`src/rtl/lfad_pkg.sv`:
```
`timescale 1ns / 1ps

package lfad_pkg;

   // Field widths of the stream and the configuration registers.
   localparam int BYTE_W   = 8;
   localparam int LEN_W    = 27;
   localparam int NAME_W   = 16;
   localparam int HALF_W   = 16;
   localparam int SUM_W    = 32;
   localparam int REGION_W = 3;
   localparam int STATUS_W = 2;
   localparam int PHASE_W  = 3;
   localparam int COUNT_W  = 2;
   localparam int CSR_IDX_W = 1;

   // Configuration register indexes.
   localparam logic [CSR_IDX_W-1:0] CSR_MIN_LEN = 1'd0;
   localparam logic [CSR_IDX_W-1:0] CSR_MAX_LEN = 1'd1;

   localparam logic [LEN_W-1:0] MIN_LEN_RESET = 27'd10;
   localparam logic [LEN_W-1:0] MAX_LEN_RESET = 27'd67108864;
   localparam logic [LEN_W-1:0] LEN_FLOOR     = 27'd6;

   // Adler-32 modulus and start value of the low sum.
   localparam logic [HALF_W:0]   ADLER_MOD      = 17'd65521;
   localparam logic [HALF_W-1:0] ADLER_LOW_INIT = 16'd1;

   // Parser phases.
   localparam logic [PHASE_W-1:0] PHASE_LEN   = 3'd0;
   localparam logic [PHASE_W-1:0] PHASE_NLEN  = 3'd1;
   localparam logic [PHASE_W-1:0] PHASE_NAME  = 3'd2;
   localparam logic [PHASE_W-1:0] PHASE_BODY  = 3'd3;
   localparam logic [PHASE_W-1:0] PHASE_TRAIL = 3'd4;

   // Region tags on the result channel.
   localparam logic [REGION_W-1:0] REGION_LEN     = 3'd0;
   localparam logic [REGION_W-1:0] REGION_NLEN    = 3'd1;
   localparam logic [REGION_W-1:0] REGION_NAME    = 3'd2;
   localparam logic [REGION_W-1:0] REGION_BODY    = 3'd3;
   localparam logic [REGION_W-1:0] REGION_TRAIL   = 3'd4;
   localparam logic [REGION_W-1:0] REGION_DISCARD = 3'd5;

   // Frame status codes.
   localparam logic [STATUS_W-1:0] STATUS_OK       = 2'd0;
   localparam logic [STATUS_W-1:0] STATUS_BAD_LEN  = 2'd1;
   localparam logic [STATUS_W-1:0] STATUS_BAD_SUM  = 2'd2;
   localparam logic [STATUS_W-1:0] STATUS_BAD_NAME = 2'd3;

   // Checksum control from the parser.
   typedef struct packed {
      logic clear;
      logic add;
   } sum_ctl_type;

endpackage

```
`src/rtl/lfad_checksum.sv`:
```
`timescale 1ns / 1ps

module lfad_checksum (
   input  logic                        clock,
   input  logic                        reset,
   input  lfad_pkg::sum_ctl_type       ctl,
   input  logic [lfad_pkg::BYTE_W-1:0] data_byte,
   output logic [lfad_pkg::SUM_W-1:0]  sum
);
   import lfad_pkg::*;

   logic [HALF_W-1:0] low_ff, low_in;
   logic [HALF_W-1:0] high_ff, high_in;
   logic [HALF_W:0]   low_add;
   logic [HALF_W-1:0] low_next;
   logic [HALF_W:0]   high_add;
   logic [HALF_W-1:0] high_next;

   // Both running sums stay below the modulus, so one conditional subtract
   // brings each add back into range.
   always_comb begin
      low_add  = {1'b0, low_ff} + {{(HALF_W+1-BYTE_W){1'b0}}, data_byte};
      low_next = (low_add >= ADLER_MOD) ? HALF_W'(low_add - ADLER_MOD) : low_add[HALF_W-1:0];
      high_add = {1'b0, high_ff} + {1'b0, low_next};
      high_next = (high_add >= ADLER_MOD) ? HALF_W'(high_add - ADLER_MOD)
                                          : high_add[HALF_W-1:0];
      low_in  = low_ff;
      high_in = high_ff;
      if (ctl.clear) begin
         low_in  = ADLER_LOW_INIT;
         high_in = '0;
      end else if (ctl.add) begin
         low_in  = low_next;
         high_in = high_next;
      end
   end

   always_ff @(posedge clock) begin
      if (reset) begin
         low_ff  <= ADLER_LOW_INIT;
         high_ff <= '0;
      end else begin
         low_ff  <= low_in;
         high_ff <= high_in;
      end
   end

   assign sum = {high_ff, low_ff};

endmodule

```
`src/rtl/lfad_parser.sv`:
```
`timescale 1ns / 1ps

module lfad_parser (
   input  logic                          clock,
   input  logic                          reset,
   input  logic                          step,
   input  logic [lfad_pkg::BYTE_W-1:0]   data_byte,
   input  logic                          restart,
   input  logic [lfad_pkg::LEN_W-1:0]    min_len,
   input  logic [lfad_pkg::LEN_W-1:0]    max_len,
   input  logic [lfad_pkg::SUM_W-1:0]    sum,
   output lfad_pkg::sum_ctl_type         ctl,
   output logic [lfad_pkg::REGION_W-1:0] region,
   output logic                          frame_end,
   output logic [lfad_pkg::STATUS_W-1:0] status,
   output logic                          halted
);
   import lfad_pkg::*;

   logic [PHASE_W-1:0] phase_ff, phase_in;
   logic [COUNT_W-1:0] count_ff, count_in;
   logic [LEN_W-1:0]   length_ff, length_in;
   logic [LEN_W-1:0]   left_ff, left_in;
   logic [NAME_W-1:0]  name_ff, name_in;
   logic [SUM_W-1:0]   expect_ff, expect_in;
   logic               stopped_ff, stopped_in;
   logic               overflow_ff, overflow_in;
   logic               name_bad_ff, name_bad_in;

   logic [LEN_W-1:0]   length_shift;
   logic [LEN_W-1:0]   min_eff;
   logic [NAME_W-1:0]  name_shift;
   logic [NAME_W-1:0]  name_dec;
   logic [LEN_W-1:0]   left_dec;
   logic [SUM_W-1:0]   expect_shift;
   logic               clear_frame;
   logic               add_byte;

   always_comb begin
      length_shift = {length_ff[LEN_W-BYTE_W-1:0], data_byte};
      min_eff      = (min_len < LEN_FLOOR) ? LEN_FLOOR : min_len;
      name_shift   = {name_ff[NAME_W-BYTE_W-1:0], data_byte};
      name_dec     = (name_ff != '0) ? name_ff - NAME_W'(1) : name_ff;
      left_dec     = (left_ff != '0) ? left_ff - LEN_W'(1) : left_ff;
      expect_shift = {expect_ff[SUM_W-BYTE_W-1:0], data_byte};

      phase_in    = phase_ff;
      count_in    = count_ff;
      length_in   = length_ff;
      left_in     = left_ff;
      name_in     = name_ff;
      expect_in   = expect_ff;
      stopped_in  = stopped_ff;
      overflow_in = overflow_ff;
      name_bad_in = name_bad_ff;
      clear_frame = 1'b0;
      add_byte    = 1'b0;
      region      = REGION_DISCARD;
      frame_end   = 1'b0;
      status      = STATUS_OK;

      if (restart) begin
         clear_frame = 1'b1;
         stopped_in  = 1'b0;
      end else if (!stopped_ff) begin
         unique case (phase_ff)
            PHASE_LEN: begin
               region    = REGION_LEN;
               length_in = length_shift;
               // The first length byte carries bits 31..24; anything above
               // bit 26 makes the length too large.
               if (count_ff == '0 && data_byte[BYTE_W-1:LEN_W-24] != '0) begin
                  overflow_in = 1'b1;
               end
               if (count_ff == 2'd3) begin
                  if (overflow_ff || length_shift > max_len || length_shift < min_eff) begin
                     frame_end  = 1'b1;
                     status     = STATUS_BAD_LEN;
                     stopped_in = 1'b1;
                  end else begin
                     left_in  = length_shift - LEN_FLOOR;
                     phase_in = PHASE_NLEN;
                     count_in = '0;
                     name_in  = '0;
                  end
               end else begin
                  count_in = count_ff + COUNT_W'(1);
               end
            end
            PHASE_NLEN: begin
               region   = REGION_NLEN;
               add_byte = 1'b1;
               name_in  = name_shift;
               if (count_ff == 2'd1) begin
                  count_in = '0;
                  if (name_shift >= NAME_W'(2) &&
                      {{(LEN_W-NAME_W){1'b0}}, name_shift} <= left_ff) begin
                     phase_in = PHASE_NAME;
                  end else begin
                     // A bad name length turns the whole payload into body.
                     name_bad_in = 1'b1;
                     name_in     = '0;
                     phase_in    = (left_ff != '0) ? PHASE_BODY : PHASE_TRAIL;
                  end
               end else begin
                  count_in = 2'd1;
               end
            end
            PHASE_NAME: begin
               region   = REGION_NAME;
               add_byte = 1'b1;
               name_in  = name_dec;
               left_in  = left_dec;
               if (name_dec == '0) begin
                  phase_in = (left_dec != '0) ? PHASE_BODY : PHASE_TRAIL;
               end
            end
            PHASE_BODY: begin
               region   = REGION_BODY;
               add_byte = 1'b1;
               left_in  = left_dec;
               if (left_dec == '0) begin
                  phase_in = PHASE_TRAIL;
               end
            end
            default: begin
               region    = REGION_TRAIL;
               expect_in = expect_shift;
               if (count_ff == 2'd3) begin
                  frame_end = 1'b1;
                  if (expect_shift != sum) begin
                     status = STATUS_BAD_SUM;
                  end else if (name_bad_ff) begin
                     status = STATUS_BAD_NAME;
                  end else begin
                     status = STATUS_OK;
                  end
                  clear_frame = 1'b1;
                  if (status != STATUS_OK) begin
                     stopped_in = 1'b1;
                  end
               end else begin
                  count_in = count_ff + COUNT_W'(1);
               end
            end
         endcase
      end

      if (clear_frame) begin
         phase_in    = PHASE_LEN;
         count_in    = '0;
         length_in   = '0;
         left_in     = '0;
         name_in     = '0;
         expect_in   = '0;
         overflow_in = 1'b0;
         name_bad_in = 1'b0;
      end

      halted    = stopped_in;
      ctl.clear = step && clear_frame;
      ctl.add   = step && add_byte;
   end

   always_ff @(posedge clock) begin
      if (reset) begin
         phase_ff    <= PHASE_LEN;
         count_ff    <= '0;
         length_ff   <= '0;
         left_ff     <= '0;
         name_ff     <= '0;
         expect_ff   <= '0;
         stopped_ff  <= 1'b0;
         overflow_ff <= 1'b0;
         name_bad_ff <= 1'b0;
      end else if (step) begin
         phase_ff    <= phase_in;
         count_ff    <= count_in;
         length_ff   <= length_in;
         left_ff     <= left_in;
         name_ff     <= name_in;
         expect_ff   <= expect_in;
         stopped_ff  <= stopped_in;
         overflow_ff <= overflow_in;
         name_bad_ff <= name_bad_in;
      end
   end

endmodule

```
`src/rtl/length_framed_adler32_deframer.sv`:
```
`timescale 1ns / 1ps

// Length-framed stream deframer with an Adler-32 trailer check.
// The req channel takes one received byte per item (req_data_byte), or a
// restart item (req_restart high) that clears a halt and any partial frame
// and produces no result. The rsp channel returns one item for every byte:
// the byte itself, its region tag, a frame_end flag with a status on the
// last byte of a frame (or on a rejected length), and the halted flag.
// The csr port writes min_len (index 0) and max_len (index 1); write only
// while the block is idle.
// An accepted item is held in the input register, and its result is loaded
// from there into the result register. Throughput is one item per cycle
// while the receiver does not stall; the per-byte frame parser and the
// Adler-32 update (one add and one conditional subtract per sum) set that
// figure. Restart items are consumed without producing a result.
// Reset (synchronous, active high) empties both registers, restores the
// register defaults and puts the parser at the start of a length header.
// When the receiver stalls, the result register holds its item, the input
// register fills, and req_stall rises until the result is taken.

module length_framed_adler32_deframer (
   input  logic                          clock,
   input  logic                          reset,
   // Input channel.
   input  logic                          req_valid,
   output logic                          req_stall,
   input  logic [lfad_pkg::BYTE_W-1:0]   req_data_byte,
   input  logic                          req_restart,
   // Result channel.
   output logic                          rsp_valid,
   input  logic                          rsp_stall,
   output logic [lfad_pkg::BYTE_W-1:0]   rsp_out_byte,
   output logic [lfad_pkg::REGION_W-1:0] rsp_region,
   output logic                          rsp_frame_end,
   output logic [lfad_pkg::STATUS_W-1:0] rsp_status,
   output logic                          rsp_halted,
   // Configuration write port.
   input  logic                          csr_write,
   input  logic [lfad_pkg::CSR_IDX_W-1:0] csr_index,
   input  logic [lfad_pkg::LEN_W-1:0]    csr_wdata
);
   import lfad_pkg::*;

   // Configuration registers.
   logic [LEN_W-1:0] min_len_ff, min_len_in;
   logic [LEN_W-1:0] max_len_ff, max_len_in;

   // Input register.
   logic              in_valid_ff, in_valid_in;
   logic [BYTE_W-1:0] in_byte_ff;
   logic              in_restart_ff;

   // Result register.
   logic                out_valid_ff, out_valid_in;
   logic [BYTE_W-1:0]   out_byte_ff;
   logic [REGION_W-1:0] out_region_ff;
   logic                out_frame_end_ff;
   logic [STATUS_W-1:0] out_status_ff;
   logic                out_halted_ff;

   logic                req_take;
   logic                rsp_take;
   logic                step;
   logic                emit;
   sum_ctl_type         sum_ctl;
   logic [SUM_W-1:0]    sum;
   logic [REGION_W-1:0] region;
   logic                frame_end;
   logic [STATUS_W-1:0] status;
   logic                halted;

   always_comb begin
      min_len_in = min_len_ff;
      max_len_in = max_len_ff;
      if (csr_write) begin
         unique case (csr_index)
            CSR_MIN_LEN: min_len_in = csr_wdata;
            CSR_MAX_LEN: max_len_in = csr_wdata;
            default:     min_len_in = min_len_ff;
         endcase
      end
   end

   // The held item advances when it is a restart (no result to place) or
   // when the result register is empty or being emptied this cycle.
   assign rsp_take  = out_valid_ff && !rsp_stall;
   assign step      = in_valid_ff && (in_restart_ff || !out_valid_ff || !rsp_stall);
   assign emit      = step && !in_restart_ff;
   assign req_stall = in_valid_ff && !step;
   assign req_take  = req_valid && !req_stall;

   always_comb begin
      in_valid_in = in_valid_ff;
      if (req_take) begin
         in_valid_in = 1'b1;
      end else if (step) begin
         in_valid_in = 1'b0;
      end
      out_valid_in = out_valid_ff;
      if (emit) begin
         out_valid_in = 1'b1;
      end else if (rsp_take) begin
         out_valid_in = 1'b0;
      end
   end

   lfad_checksum u_checksum (
      .clock     (clock),
      .reset     (reset),
      .ctl       (sum_ctl),
      .data_byte (in_byte_ff),
      .sum       (sum)
   );

   lfad_parser u_parser (
      .clock     (clock),
      .reset     (reset),
      .step      (step),
      .data_byte (in_byte_ff),
      .restart   (in_restart_ff),
      .min_len   (min_len_ff),
      .max_len   (max_len_ff),
      .sum       (sum),
      .ctl       (sum_ctl),
      .region    (region),
      .frame_end (frame_end),
      .status    (status),
      .halted    (halted)
   );

   always_ff @(posedge clock) begin
      if (reset) begin
         min_len_ff   <= MIN_LEN_RESET;
         max_len_ff   <= MAX_LEN_RESET;
         in_valid_ff  <= 1'b0;
         out_valid_ff <= 1'b0;
      end else begin
         min_len_ff   <= min_len_in;
         max_len_ff   <= max_len_in;
         in_valid_ff  <= in_valid_in;
         out_valid_ff <= out_valid_in;
      end
   end

   // Payload registers load without reset.
   always_ff @(posedge clock) begin
      if (req_take) begin
         in_byte_ff    <= req_data_byte;
         in_restart_ff <= req_restart;
      end
      if (emit) begin
         out_byte_ff      <= in_byte_ff;
         out_region_ff    <= region;
         out_frame_end_ff <= frame_end;
         out_status_ff    <= status;
         out_halted_ff    <= halted;
      end
   end

   assign rsp_valid     = out_valid_ff;
   assign rsp_out_byte  = out_byte_ff;
   assign rsp_region    = out_region_ff;
   assign rsp_frame_end = out_frame_end_ff;
   assign rsp_status    = out_status_ff;
   assign rsp_halted    = out_halted_ff;

`ifndef SYNTHESIS
   // A status other than ok only appears on the last byte of a frame.
   assert property (@(posedge clock) disable iff (reset)
      rsp_valid |-> (rsp_frame_end || rsp_status == STATUS_OK))
      else $error("status set without frame_end");

   // Discarded bytes are only tagged while halted, and never end a frame.
   assert property (@(posedge clock) disable iff (reset)
      (rsp_valid && rsp_region == REGION_DISCARD) |-> (rsp_halted && !rsp_frame_end))
      else $error("discarded byte while not halted");

   // Every failing frame leaves the block halted.
   assert property (@(posedge clock) disable iff (reset)
      (rsp_valid && rsp_frame_end && rsp_status != STATUS_OK) |-> rsp_halted)
      else $error("frame error without halt");

   // The input side only stalls while the input register holds an item.
   assert property (@(posedge clock) disable iff (reset)
      req_stall |-> (in_valid_ff && out_valid_ff && !in_restart_ff))
      else $error("stall with free input register");
`endif

endmodule
```
`config.mk`:
```
export PLATFORM = sky130hd
export DESIGN_NAME = length_framed_adler32_deframer
export DESIGN_NICKNAME = d
export VERILOG_FILES = /design/src/rtl/lfad_pkg.sv /design/src/rtl/lfad_checksum.sv /design/src/rtl/lfad_parser.sv /design/src/rtl/length_framed_adler32_deframer.sv
export SDC_FILE = /design/constraint.sdc
export NUM_CORES = 1
export LEC_CHECK = 0
export ABC_CLOCK_PERIOD_IN_PS = 6150
export BUFFER_PORTS_ARGS = -buffer_cell sky130_fd_sc_hd__clkbuf_2
export CORE_MARGIN = 2
export CORE_UTILIZATION = 54
export CTS_BUF_LIST = sky130_fd_sc_hd__clkbuf_16
export DETAILED_ROUTE_END_ITERATION = 8
export PLACE_DENSITY_LB_ADDON = 0.2
export SYNTH_ARGS = -nofsm -noshare
export SYNTH_HDL_FRONTEND = slang
export SYNTH_SLANG_ARGS = --single-unit
```
`constraint.sdc`:
```
create_clock -name clock -period 6.15 [get_ports clock]
set_input_delay 1.23 -clock clock [delete_from_list [all_inputs] [get_ports clock]]
set_output_delay 1.23 -clock clock [all_outputs]
set_load 0.005 [all_outputs]
```
### After elaboration in Yosys (flattened, before gate mapping)

Cells that the tools add are included.

| cells by class | value |
|---|---|
| mux-type cells | 88 |
| eq/ne operators | 18 |
| order comparisons | 7 |
| add/subtract/negate cells | 8 |
| bitwise gates (word level) | 1 |
| reductions and logical operators | 51 |

Operators by type and width:

| kind | number |
|---|---|
| $mux W27 | 7 |
| $mux W16 | 10 |
| $mux W24 | 4 |
| $mux W19 | 4 |
| $pmux W27 S2 | 1 |
| $reduce_bool A27 Y1 | 2 |
| $pmux W16 S3 | 1 |
| $ge A17 B16 Y1 const B | 2 |
| $mux W3 | 11 |
| $ne A32 B32 Y1 | 1 |
| $sub A16 B16 Y16 const B | 2 |
| $mux W1 | 30 |
| $mux W2 | 14 |
| $gt A27 B27 Y1 | 1 |
| $le A16 B27 Y1 | 1 |
| $logic_not A27 Y1 | 1 |
| $lt A27 B27 Y1 | 1 |
| $lt A27 B3 Y1 const B | 1 |
| $sub A27 B1 Y27 const B | 1 |
| $sub A27 B3 Y27 const B | 1 |
| $pmux W3 S4 | 2 |
| $reduce_and A6 Y1 | 4 |
| $add A16 B16 Y17 | 1 |
| $add A16 B8 Y17 | 1 |
| other kinds (34) | 69 |

| word-level totals | value |
|---|---|
| word-level logic and storage cells | 195 |
| bits in registers | 206 |
| input bits | 42 |
| output and inout bits | 17 |

### Logic depth before layout (Yosys ltp)

| logic depth | value |
|---|---|
| depth in word-level cells | 12 |
| gate-level depth with buffers | 24 |
| mapped depth without buffers | 23 |

### Cells and area by module

A second synthesis with hierarchy kept.

| second synthesis, totals | value |
|---|---|
| cells, all modules | 1879 |
| area total of the unflattened synthesis | 14405.1 um^2 |

By module, submodules not included:

| module | area each (um^2) | times used | cells each | sequential area each (um^2) |
|---|---|---|---|---|
| lfad_parser | 8170.3 | 1 | 1139 | 1881.8 |
| lfad_checksum | 3517.1 | 1 | 468 | 640.6 |
| length_framed_adler32_deframer | 2717.6 | 1 | 272 | 1841.8 |

### Least setup slack after synthesis

OpenSTA, ideal clock, no wires.

| timing | value |
|---|---|
| path type | flip-flop to flip-flop |
| start | register in_byte_ff[1] |
| end | register u_checksum.high_ff[8] |
| period minus slack after synthesis | 5.973 ns |
| path buffers | 1 |
| stages on the path, launching flop included | 24 |
| data required time | 6.017 ns |
| library setup time | 0.133 ns |
| path slack | 0.177 ns |
| arrival | 5.841 ns |
| path through | edfxtp_1 > clkbuf_1 > inv_1 > fa_1 > nand2b_1 > a21o_1 > or3_1 > a32oi_2 > nand4_1 > o31ai_2 > a31o_2 > nand4b_1 > xor2_1 > ha_1 > a41oi_1 > o221ai_1 > a41o_1 > xnor2_1 > nor4_2 > nand4_1 > o41ai_2 > or4b_1 > xnor2_1 > a21oi_1 |

| on the way | value |
|---|---|
| word-level cells in the longest chain between the ends | 6 |
| elaborated cells on any way between the ends | 8 |
| those cells by class | add/sub (4); order compare (2); mux (2) |

RTL lines:

| element | RTL line | RTL |
|---|---|---|
| start: declaration | length_framed_adler32_deframer.sv:50 | `logic [BYTE_W-1:0] in_byte_ff;` |
| start signal: assignment | length_framed_adler32_deframer.sv:148 | `in_byte_ff <= req_data_byte;` |
| $add A16 B8 Y17 (*) | lfad_checksum.sv:22 | `low_add = {1'b0, low_ff} + {{(HALF_W+1-BYTE_W){1'b0}}, data_byte};` |
| $sub A16 B16 Y16 or $ge A17 B16 Y1 (tied branches) | lfad_checksum.sv:23 | `low_next = (low_add >= ADLER_MOD) ? HALF_W'(low_add - ADLER_MOD) : low_add[HALF_W-1:0];` |
| $mux W16 (*) | lfad_checksum.sv:23 |  |
| net u_checksum.low_next[5] | lfad_checksum.sv:15 | `logic [HALF_W-1:0] low_next;` |
| $add A16 B16 Y17 (*) | lfad_checksum.sv:24 | `high_add = {1'b0, high_ff} + {1'b0, low_next};` |
| $sub A16 B16 Y16 or $ge A17 B16 Y1 (tied branches) | lfad_checksum.sv:25 | `high_next = (high_add >= ADLER_MOD) ? HALF_W'(high_add - ADLER_MOD)` |
| $mux W16 (*) | lfad_checksum.sv:25 |  |
| end signal: assignment | lfad_checksum.sv:44 | `high_ff <= high_in;` |
| end: declaration | lfad_checksum.sv:13 | `logic [HALF_W-1:0] high_ff, high_in;` |

The timed path passes the listed nets; every way through them passes the cells marked *.
A chain may end at the register's enable or synchronous reset.

### Worst setup path after layout

| timing | value |
|---|---|
| start | register in_byte_ff[2] |
| end | register u_checksum.high_ff[8] |

Same word-level chain as after synthesis.

==> results.cfg <==
[setup_path]
crit_start = in_byte_ff[2]
endpoint_kind = register
r2r_start = in_byte_ff[2]
crit_arrival_ns = 6.41
cp-start-kind = register
crit_path_max_fanout = 6
crit_type = reg2reg
cp_data_required_time_ns = 6.57

[hold_path]
worstHoldStart = max_len_ff[14]
hp-class = reg2reg

[logic_synthesis]
syn_inst = 1859
seq_area_frac_synth_pct = 30.9
ys_ff_latch = 206
synth_top_family_by_area = simple AND/OR/NAND/NOR gates
synthArstFlopShare_pct = 0
syn_nets = 2009
yosys.cell_types.count = 86
syn_avg_cell_area_um2 = 7.59
synth_compound_area_share_pct = 21.5
yosysWarnings = 0
synth-edff-count = 24
syn_area_um2 = 14100
synth_flop_cell = dfxtp_1
yosys.area_share.simple_pct = 25.2
synth_xor_area_share_pct = 6.70
muxShareOfSynthArea_pct = 0.355
synthAdderAreaFrac_pct = 9.68

[routing]
drc = 0
wl_per_cell_um = 18.5
totalWireLength_um = 41700
drtIter0Drc = 1295
viasPerCell = 6.14
first_pass_iters = 6
dr_total_vias = 13800
ant_nets = 0

[run]
cap_viol_max_count = 0

[layout]
diodes = 0
nets = 2044
syn2layout_area_growth_pct = 12.6
drive_above_1_share_pct = 11.5
final_cells = 2247

[clock_network]
ctsRootBufferMaster = clkbuf_16
cts.path.max_buffers = 3
clock-sinks = 206
cts_tree = built
path_clk_slew_ns = 0.07
cts-buffers-inserted = 24
hold_buffers = 0
clk_latency_ns = 0.54
htreeDepth = 1

[pwr]
comb_power_share_pct = 16.6
p_seq_share_pct = 41.2
swShare_pct = 29.1
peakVddDrop_mv = 0.212
p_clk_share_pct = 42.3
p_int_mw = 2.47
switchingPower_mw = 1.02
p_leak_nw = 6.28
powerDensity_nw_per_um2 = 220

[floorplan]
die_h_um = 166
dieArea_um2 = 27400
rows = 59
initial_utilization_pct = 54.6
die_w_um = 166
core-area_um2 = 25800
io-pin-count = 59

[sta]
whs_ns = 0.454
slew_headroom_pct = 15.5
fmax_mhz = 167
fin_crit_ns = 6.00
clock_skew_ns = 0.0279
min_period_over_period_pct = 97.5
setup_viol = 0
finalHoldViolCount = 0
tightest_slew_ns = 1.26
slew_viol_final = 0

[global_route]
use_met3_pct = 4.04
overflow = 0
grt_busiest_layer = met2
use_met1_pct = 38.0
grt_usage_pct = 29.1
grtUsageMet2_pct = 47.2
grt_max_degree = 91
grt_pass1_wl_um = 66500
grt_pass1_vias = 12800
antenna_found_initial = 0

[placement]
dp.cells = 2186
place_hpwl_um = 29700
port_buffers = 58
place.gp.congestion = 1.00

[status]
status = complete, no violations
-- cells by family after synthesis --
kind of cell | Yosys count
simple gates | 729
compound gates | 494
buf+inv | 209
flops | 206
xor+xnor | 108
fa+ha+maj | 108
mux | 5
-- per-layer routing --
| metal | share of wire, % | routed length, um | vias up |
|---|---|---|---|
| met4 | 5.0 | 2070 | 0 |
| met2 | 46 | 19200 | 472 |
| li1 | - | - | 6705 |
| met3 | 5.8 | 2430 | 141 |
| met1 | 43 | 18000 | 6478 |
| met5 | 0 | 0 | - |
-- state kept, by name, indices dropped and copies added, names as in the netlist, 16 cells and up --
name / cells
u_checksum.low_ff: 16
min_len_ff: 27
u_checksum.high_ff: 16
u_parser.name_ff: 16
u_parser.left_ff: 27
max_len_ff: 27
u_parser.length_ff: 19
u_parser.expect_ff: 24
-- power by group through the flow --
stage               Sequential (mW)  Combinational, mW  Clock [mW]
CTS                            1.43              0.552        1.49
detailed placement             1.46              0.548           0
global placement               1.46              0.541           0
floorplan                      1.45              0.404           0
finish                         1.44              0.578        1.47
global route                   1.44              0.640        1.54
-- path summary, 6_finish.rpt --
kind	depth (start not counted)	end	slack (ns)
worst max-delay path	22	u_checksum.high_ff[8]	0.15
worst min-delay path	2	max_len_ff[14]	0.45
worst max register to register	22	u_checksum.high_ff[8]	0.15
worst min register to register	2	max_len_ff[14]	0.45
-- cell usage in the layout, fill, tap and decap left out, drive strengths merged, types with 6 or more instances in the layout --
cell / Yosys / routed
nand2: 251 / 251
a21oi: 230 / 230
dfxtp: 182 / 182
nor2: 152 / 152
inv: 109 / 113
ha: 106 / 106
o21ai: 94 / 94
clkbuf: 86 / 82
nand3: 77 / 77
xnor2: 59 / 59
nor3: 55 / 55
buf: 14 / 52
xor2: 49 / 49
nand4: 38 / 38
nor4: 35 / 35
edfxtp: 24 / 24
nand2b: 23 / 23
or3: 19 / 19
a31oi: 19 / 19
a211oi: 18 / 18
a21o: 17 / 17
o31ai: 16 / 16
nor2b: 13 / 13
a311oi: 12 / 12
or4: 12 / 12
and3: 10 / 10
clkinv: 0 / 10
or2: 8 / 8
o21a: 8 / 8
nand3b: 8 / 8
o211ai: 7 / 7
o22ai: 6 / 6
and4: 6 / 6
and2: 6 / 6
a21boi: 6 / 6
-- worst max-delay path, stage by stage (launching register included) --
cell and delay, ns:
edfxtp_1 0.39, ha_1 0.30, a211oi_2 0.35, nor2_1 0.15
or4b_4 0.54, a32oi_2 0.24, nand4_1 0.11, buf_4 0.18
o31ai_4 0.28, buf_4 0.18, nand2_2 0.08, xor2_4 0.22
ha_4 0.24, a21oi_4 0.18, nand4_1 0.23, a2111oi_4 0.46
a211oi_2 0.11, nor4_2 0.33, nand4_1 0.19, o41ai_2 0.37
or4b_4 0.50, xnor2_1 0.14, a21oi_1 0.07
-- cell type report --
class	count	area (um^2)
clock inverter	19	183
inverter	109	409
fill	2267	9950
clock buffer	25	626
multi-input combinational	1444	9210
sequential	206	4360
timing repair buffer	109	679
tap	335	419
-- through the flow --
stage	power [mW]	setup WS [ns]	util (%)	TNS, ns	area, um^2
2_1_floorplan	1.85	0.177	-	0	14100
3_5_place_dp	2.01	-0.0229	56.9	-0.0229	14700
5_1_grt	3.62	-0.0801	61.5	-0.204	15900
3_3_place_gp	2.00	0.0926	56.9	0	14700
4_1_cts	3.47	0.0476	60.1	0	15500
6_report	3.49	0.154	61.5	0	15900
-- synthesized netlist by cell type (23+ instances only) --
library cell | count | area [um^2]
nand2_1 | 251 | 942
a21oi_1 | 229 | 1150
dfxtp_1 | 182 | 3640
nor2_1 | 152 | 571
inv_1 | 109 | 409
ha_1 | 106 | 1330
clkbuf_1 | 86 | 323
o21ai_0 | 84 | 420
nand3_1 | 75 | 375
xnor2_1 | 59 | 517
nor3_1 | 52 | 260
xor2_1 | 49 | 429
nand4_1 | 36 | 225
nor4_1 | 30 | 188
edfxtp_1 | 24 | 721
nand2b_1 | 23 | 144
-- what timing repair did --
item                       4_1_cts  5_1_grt
setup endpoints to repair        1       16
cloned                           0        0
setup buffers                    2       15
gates resized for setup          0       44
hold endpoints to repair         0        0
pin swaps                        1       16
Power figures use the tool's default switching activity.
